`src/rtl/core/kf2s_pkg.sv`:
```
// ----------------------------------------------------------------------------
// kf2s_pkg
// Types, register indexes, sequencer codes and saturation helpers shared by
// the two-state Kalman filter.
// ----------------------------------------------------------------------------
package kf2s_pkg;

  typedef struct packed {
    logic signed [31:0] measured_distance;
    logic signed [31:0] measured_vibration;
  } kf2s_in_t;

  typedef struct packed {
    logic signed [31:0] filtered_distance;
    logic signed [31:0] filtered_vibration;
    logic               update_skipped;
  } kf2s_out_t;

  typedef struct packed {
    logic [30:0]        process_noise;
    logic [30:0]        dist_noise_near;
    logic [30:0]        dist_noise_far;
    logic [30:0]        vib_noise;
    logic signed [31:0] noise_switch_level;
    logic [30:0]        initial_variance;
  } kf2s_cfg_t;

  localparam int CfgIdxW = 3;
  localparam logic [CfgIdxW-1:0] REG_PROCESS_NOISE   = 3'd0;
  localparam logic [CfgIdxW-1:0] REG_DIST_NOISE_NEAR = 3'd1;
  localparam logic [CfgIdxW-1:0] REG_DIST_NOISE_FAR  = 3'd2;
  localparam logic [CfgIdxW-1:0] REG_VIB_NOISE       = 3'd3;
  localparam logic [CfgIdxW-1:0] REG_SWITCH_LEVEL    = 3'd4;
  localparam logic [CfgIdxW-1:0] REG_INIT_VARIANCE   = 3'd5;

  // Dot-product slots walked by the sequencer, in order.
  typedef logic [3:0] dot_t;
  localparam dot_t DOT_DET  = 4'd0;
  localparam dot_t DOT_K0   = 4'd1;
  localparam dot_t DOT_K1   = 4'd2;
  localparam dot_t DOT_K2   = 4'd3;
  localparam dot_t DOT_K3   = 4'd4;
  localparam dot_t DOT_EST0 = 4'd5;
  localparam dot_t DOT_EST1 = 4'd6;
  localparam dot_t DOT_COV0 = 4'd7;
  localparam dot_t DOT_COV1 = 4'd8;
  localparam dot_t DOT_COV2 = 4'd9;
  localparam dot_t DOT_COV3 = 4'd10;

  typedef enum logic [3:0] {
    ST_IDLE,
    ST_PRED,
    ST_FORMS,
    ST_MUL,
    ST_ACC,
    ST_POST,
    ST_DIV,
    ST_FORMY,
    ST_OUT
  } kf2s_state_e;

  typedef struct packed {
    logic load_z;
    logic predict;
    logic form_s;
    logic mul_en;
    logic acc_en;
    logic acc_first;
    logic wb_det;
    logic div_start;
    logic wb_k;
    logic form_y;
    logic wb_est;
    logic wb_cov;
    logic term;
    dot_t dot;
  } kf2s_cmd_t;

  typedef struct packed {
    logic det_zero;
    logic div_done;
  } kf2s_sts_t;

  function automatic logic signed [31:0] sat32(input logic signed [65:0] v);
    logic signed [31:0] r;
    if (v[65:31] == {35{v[65]}}) begin
      r = v[31:0];
    end else if (v[65]) begin
      r = 32'sh8000_0000;
    end else begin
      r = 32'sh7fff_ffff;
    end
    return r;
  endfunction

  function automatic logic signed [63:0] sat64(input logic signed [64:0] v);
    logic signed [63:0] r;
    if (v[64] == v[63]) begin
      r = v[63:0];
    end else if (v[64]) begin
      r = 64'sh8000_0000_0000_0000;
    end else begin
      r = 64'sh7fff_ffff_ffff_ffff;
    end
    return r;
  endfunction

  function automatic logic signed [65:0] sx66(input logic signed [31:0] v);
    return {{34{v[31]}}, v};
  endfunction

endpackage

```
`src/rtl/core/kf2s_ctrl.sv`:
```
// ----------------------------------------------------------------------------
// kf2s_ctrl
// Sequencer: walks predict, the eleven two-term dot products, the four gain
// divisions and the write-backs, then hands the result to the output stage.
// ----------------------------------------------------------------------------
module kf2s_ctrl import kf2s_pkg::*; (
  input  logic      clk_i,
  input  logic      rst_ni,
  input  logic      in_valid_i,
  output logic      in_stall_o,
  input  logic      out_free_i,
  output logic      out_load_o,
  input  kf2s_sts_t sts_i,
  output kf2s_cmd_t cmd_o
);

  kf2s_state_e state_q, state_d;
  dot_t        dot_q, dot_d;
  logic        term_q, term_d;

  always_ff @(posedge clk_i or negedge rst_ni) begin
    if (!rst_ni) begin
      state_q <= ST_IDLE;
      dot_q   <= DOT_DET;
      term_q  <= 1'b0;
    end else begin
      state_q <= state_d;
      dot_q   <= dot_d;
      term_q  <= term_d;
    end
  end

  always_comb begin
    state_d    = state_q;
    dot_d      = dot_q;
    term_d     = term_q;
    cmd_o      = '0;
    cmd_o.dot  = dot_q;
    cmd_o.term = term_q;
    in_stall_o = 1'b1;
    out_load_o = 1'b0;
    unique case (state_q)
      ST_IDLE: begin
        in_stall_o = 1'b0;
        if (in_valid_i) begin
          cmd_o.load_z = 1'b1;
          state_d      = ST_PRED;
        end
      end
      ST_PRED: begin
        cmd_o.predict = 1'b1;
        state_d       = ST_FORMS;
      end
      ST_FORMS: begin
        cmd_o.form_s = 1'b1;
        dot_d        = DOT_DET;
        term_d       = 1'b0;
        state_d      = ST_MUL;
      end
      ST_MUL: begin
        cmd_o.mul_en = 1'b1;
        state_d      = ST_ACC;
      end
      ST_ACC: begin
        cmd_o.acc_en    = 1'b1;
        cmd_o.acc_first = !term_q;
        term_d          = !term_q;
        state_d         = term_q ? ST_POST : ST_MUL;
      end
      ST_POST: begin
        if (dot_q == DOT_DET) begin
          cmd_o.wb_det = 1'b1;
          if (sts_i.det_zero) begin
            state_d = ST_OUT;
          end else begin
            dot_d   = DOT_K0;
            state_d = ST_MUL;
          end
        end else if (dot_q <= DOT_K3) begin
          cmd_o.div_start = 1'b1;
          state_d         = ST_DIV;
        end else if (dot_q <= DOT_EST1) begin
          cmd_o.wb_est = 1'b1;
          dot_d        = dot_q + 1'b1;
          state_d      = ST_MUL;
        end else begin
          cmd_o.wb_cov = 1'b1;
          if (dot_q == DOT_COV3) begin
            state_d = ST_OUT;
          end else begin
            dot_d   = dot_q + 1'b1;
            state_d = ST_MUL;
          end
        end
      end
      ST_DIV: begin
        if (sts_i.div_done) begin
          cmd_o.wb_k = 1'b1;
          if (dot_q == DOT_K3) begin
            state_d = ST_FORMY;
          end else begin
            dot_d   = dot_q + 1'b1;
            state_d = ST_MUL;
          end
        end
      end
      ST_FORMY: begin
        cmd_o.form_y = 1'b1;
        dot_d        = DOT_EST0;
        state_d      = ST_MUL;
      end
      ST_OUT: begin
        // hold until the output register can take the beat
        if (out_free_i) begin
          out_load_o = 1'b1;
          state_d    = ST_IDLE;
        end
      end
      default: state_d = ST_IDLE;
    endcase
  end

endmodule

```
`config.mk`:
```
export PLATFORM = sky130hd
export DESIGN_NAME = kf2s_ctrl
export DESIGN_NICKNAME = d
export VERILOG_FILES = /design/src/rtl/core/kf2s_pkg.sv /design/src/rtl/core/kf2s_ctrl.sv
export SDC_FILE = /design/constraint.sdc
export NUM_CORES = 1
export LEC_CHECK = 0
export BUFFER_PORTS_ARGS = -buffer_cell sky130_fd_sc_hd__buf_2
export CAP_MARGIN = 20
export CELL_PAD_IN_SITES_DETAIL_PLACEMENT = 0
export CELL_PAD_IN_SITES_GLOBAL_PLACEMENT = 1
export CORE_UTILIZATION = 25
export DETAILED_ROUTE_END_ITERATION = 8
export HOLD_SLACK_MARGIN = 0.12
export PLACE_DENSITY_LB_ADDON = 0.1
export SYNTH_ARGS = -nofsm -noshare
export SYNTH_HDL_FRONTEND = slang
export SYNTH_SLANG_ARGS = --single-unit
export TNS_END_PERCENT = 5
```
`constraint.sdc`:
```
create_clock -name clk_i -period 4.2 [get_ports clk_i]
set_clock_uncertainty 0.1 [all_clocks]
set_input_delay 0 -clock clk_i [delete_from_list [all_inputs] [get_ports clk_i]]
set_output_delay 0 -clock clk_i [all_outputs]
set_load 0.01 [all_outputs]
```
==> impl_metrics.py <==
metrics = {
    "logic_synthesis": {
        "ys.warnings.count": 0,
        "synthMuxAreaShare_pct": 2.42,
        "synth_compound_area_share_pct": 23.3,
        "synth_async_sr_flop_share_pct": 100,
        "synth-seq-area-share_pct": 27.2,
        "synth_fp_nets": 118,
        "synth_top_family_by_area": "simple AND/OR/NAND/NOR gates",
        "synthTopCellsByArea": "dfrtp_1 (27%), nor3_1 (6.0%), nor2_1 (5.4%)",
        "ys.flop_type": "dfrtp_1",
        "synthesis.area_um2": 828,
        "syn_avg_cell_area_um2": 7.60,
        "synth-adder-area-share_pct": 4.53,
        "yosys.area.top_type_share_pct": 27.2,
        "syn_inst": 109,
        "synth_xor_area_share_pct": 1.06,
        "yosys.area_share.simple_pct": 33.8,
        "yosysMostFrequentCell": "nor2_1",
        "synth-edff-count": 0,
        "synth_cell_type_count": 37,
        "netlist_top_cells_count": "nor2_1 (12), nand2_1 (11), nor3_1 (10)",
        "yosysTopAreaCell": "dfrtp_1",
        "synth-seq-cells": 9,
    },
    "clock_tree": {
        "cts_buffers": 3,
        "cts_tree": "yes",
        "root_buffer": "clkbuf_4",
        "cts_sinks": 9,
        "clock_path_buffers": 2,
        "worstSkewPairLatency_ns": 0.26,
        "clkTransAtPathRegs_ns": 0.07,
        "htree_levels": 1,
    },
    "grt": {
        "grt_pass1_wl_um": 3880,
        "track_usage_pct": 14.9,
        "grt_max_degree": 17,
        "grt_overflow_total": 0,
        "grt_pass1_vias": 782,
        "grt_antenna_before_repair": 0,
    },
    "sta": {
        "finalCritPeriodShare_pct": 52.1,
        "maxSlewViolCount": 0,
        "max_freq_mhz": 457,
        "setup_violations": 0,
        "worst_pin_slew_ns": 0.518,
        "rsz0062_at_grt": "no",
        "slew_headroom_pct": 65.3,
        "period_minus_slack_ns": 2.19,
        "hold_ws_ns": 0.180,
        "hold_viol_final": 0,
        "fin_ws_ns": 2.01,
        "tns_ns": 0,
    },
    "floorplanning": {
        "num_rows": 20,
        "die_h_um": 59.6,
        "fp.dieArea_mm2": 0.00355,
        "core_mm2": 0.00310,
        "start_util_pct": 26.7,
        "ioPinCount": 25,
        "dieWidth_um": 59.6,
    },
    "route": {
        "via_per_inst": 5.06,
        "top_layer_used": "met4",
        "wl_met1_um": 1090,
        "dr_total_vias": 901,
        "dr_wl_met3_um": 140,
        "routed-wl-met2_um": 1050,
        "dr.pass1.iters": 4,
        "drt_iter0_markers": 49,
        "drc_errors": 0,
        "post_drt_wl_per_cell_um": 13.0,
        "wl_um": 2320,
        "drtAntennaViolNets": 0,
    },
    "power_and_ir_drop": {
        "clkPwrFrac_pct": 9.6,
        "irDropWorstVdd_v": 0.000266,
        "swShare_pct": 52.4,
        "seqPwrFrac_pct": 29.4,
        "p_switching_mw": 0.374,
        "p_leak_nw": 0.479,
        "p_per_area_mw_per_mm2": 685,
        "pwr-share-comb_pct": 61.1,
        "intPower_mw": 0.340,
    },
    "worst_setup_path": {
        "critPathLaunch": "dot_q[0]",
        "rr_worst_depth": 7,
        "cp-endpoint": "dot_q[1]",
        "cp_data_required_time_ns": 4.27,
        "critPathCaptureType": "flop",
        "crit_path_start_kind": "flop",
        "r2r-start": "dot_q[0]",
        "path_max_fanout": 7,
        "arrival_ns": 2.26,
        "path_class": "flop to flop",
        "reg2reg_to": "dot_q[1]",
        "reg2reg_slack_ns": 2.01,
    },
    "cells_and_area": {
        "layout-drive-gt1-share_pct": 23.1,
        "finalInstanceArea_mm2": 0.00104,
        "layout.nets": 144,
        "multi_input_area_um2": 539,
        "diodes": 0,
        "fillers": 361,
        "regArea_um2": 225,
        "syn_to_final_growth_pct": 25.8,
    },
    "placed_design": {
        "dp_slack_ns": 2.03,
        "hpwl_um": 1760,
        "place_area_um2": 966,
        "gp_congestion": 0.829,
        "io_buffers": 24,
    },
    "run": {
        "drv_cap": 0,
    },
    "min_path": {
        "hp-class": "input port to flop",
    },
    "outcome": {
        "outcome": "complete, no violations",
    },
}
layout make-up:
class / instances / share of cell area, %
multi-input combinational: 85 / 51.7
sequential: 9 / 21.6
timing repair buffer: 29 / 16.3
tap: 44 / 5.28
clock buffer: 4 / 2.52
inverter: 7 / 2.52
power by group through the flow:
| stage | Sequential [mW] | Combinational (mW) | Clock (mW) |
|---|---|---|---|
| finish | 0.210 | 0.436 | 0.0682 |
| floorplan | 0.160 | 0.363 | 0 |
| global route | 0.223 | 0.492 | 0.0794 |
| global placement | 0.213 | 0.443 | 0 |
| CTS | 0.211 | 0.440 | 0.0720 |
| detailed placement | 0.212 | 0.434 | 0 |
worst min-delay path by stage:
stage | startpoint | to | slack [ns] | cells past startpoint
after floorplan | rst_ni | dot_q[0] | -0.40 | 0
after global placement | rst_ni | dot_q[1] | -0.22 | 1
after detailed placement | rst_ni | dot_q[2] | -0.23 | 1
after CTS | in_valid_i | state_q[0] | 0.17 | 5
after global routing | in_valid_i | state_q[0] | 0.24 | 5
final | in_valid_i | state_q[0] | 0.18 | 5
routing by layer:
metal | vias to the layer above | track usage (%)
met5 | - | 0
met4 | 0 | 4.65
met3 | 6 | 5.02
met2 | 28 | 22.2
met1 | 427 | 20.3
li1 | 440 | -
placed cells by master (no fill, tap or decap), types with 4 or more instances in the layout:
cell type,count
a21oi_1,4
buf_2,24
dfrtp_1,9
dlygate4sd3_1,5
inv_1,7
nand2_1,11
nand2b_1,4
nor2_1,12
nor3_1,10
o21ai_0,5
flip-flops by register name, indices dropped and copies added, names as in the netlist:
name,count
state_q,4
dot_q,4
term_q,1
through the flow:
stage | instances | utilization [%] | power (mW)
3_5_place_dp | 169 | 31.1 | 0.646
6_report | 178 | 33.6 | 0.714
4_1_cts | 178 | 33.6 | 0.723
5_1_grt | 178 | 33.6 | 0.795
3_3_place_gp | 169 | 31.1 | 0.656
2_1_floorplan | 109 | - | 0.523
repair_timing:
action                                 4_1_cts  5_1_grt
hold buffers                                 5        0
endpoints found under the hold margin       12        0
gates resized for setup                      0        0
setup buffers                                0        0
cells by family (layout without fill, tap and decap cells):
group / count (synthesis) / count (layout)
buf+inv: 15 / 40
fa+ha+maj: 3 / 3
xor+xnor: 1 / 1
mux: 2 / 2
simple gates: 54 / 54
flops: 9 / 9
compound gates: 25 / 25
worst max-delay path: stages (launching register included):
cell and delay (ns):
dfrtp_1 0.43, inv_1 0.12, ha_1 0.29, or4b_1 0.55, o32ai_2 0.18, a21oi_2 0.10
o21ai_1 0.19, o2bb2ai_1 0.15
Power figures use the tool's default switching activity.
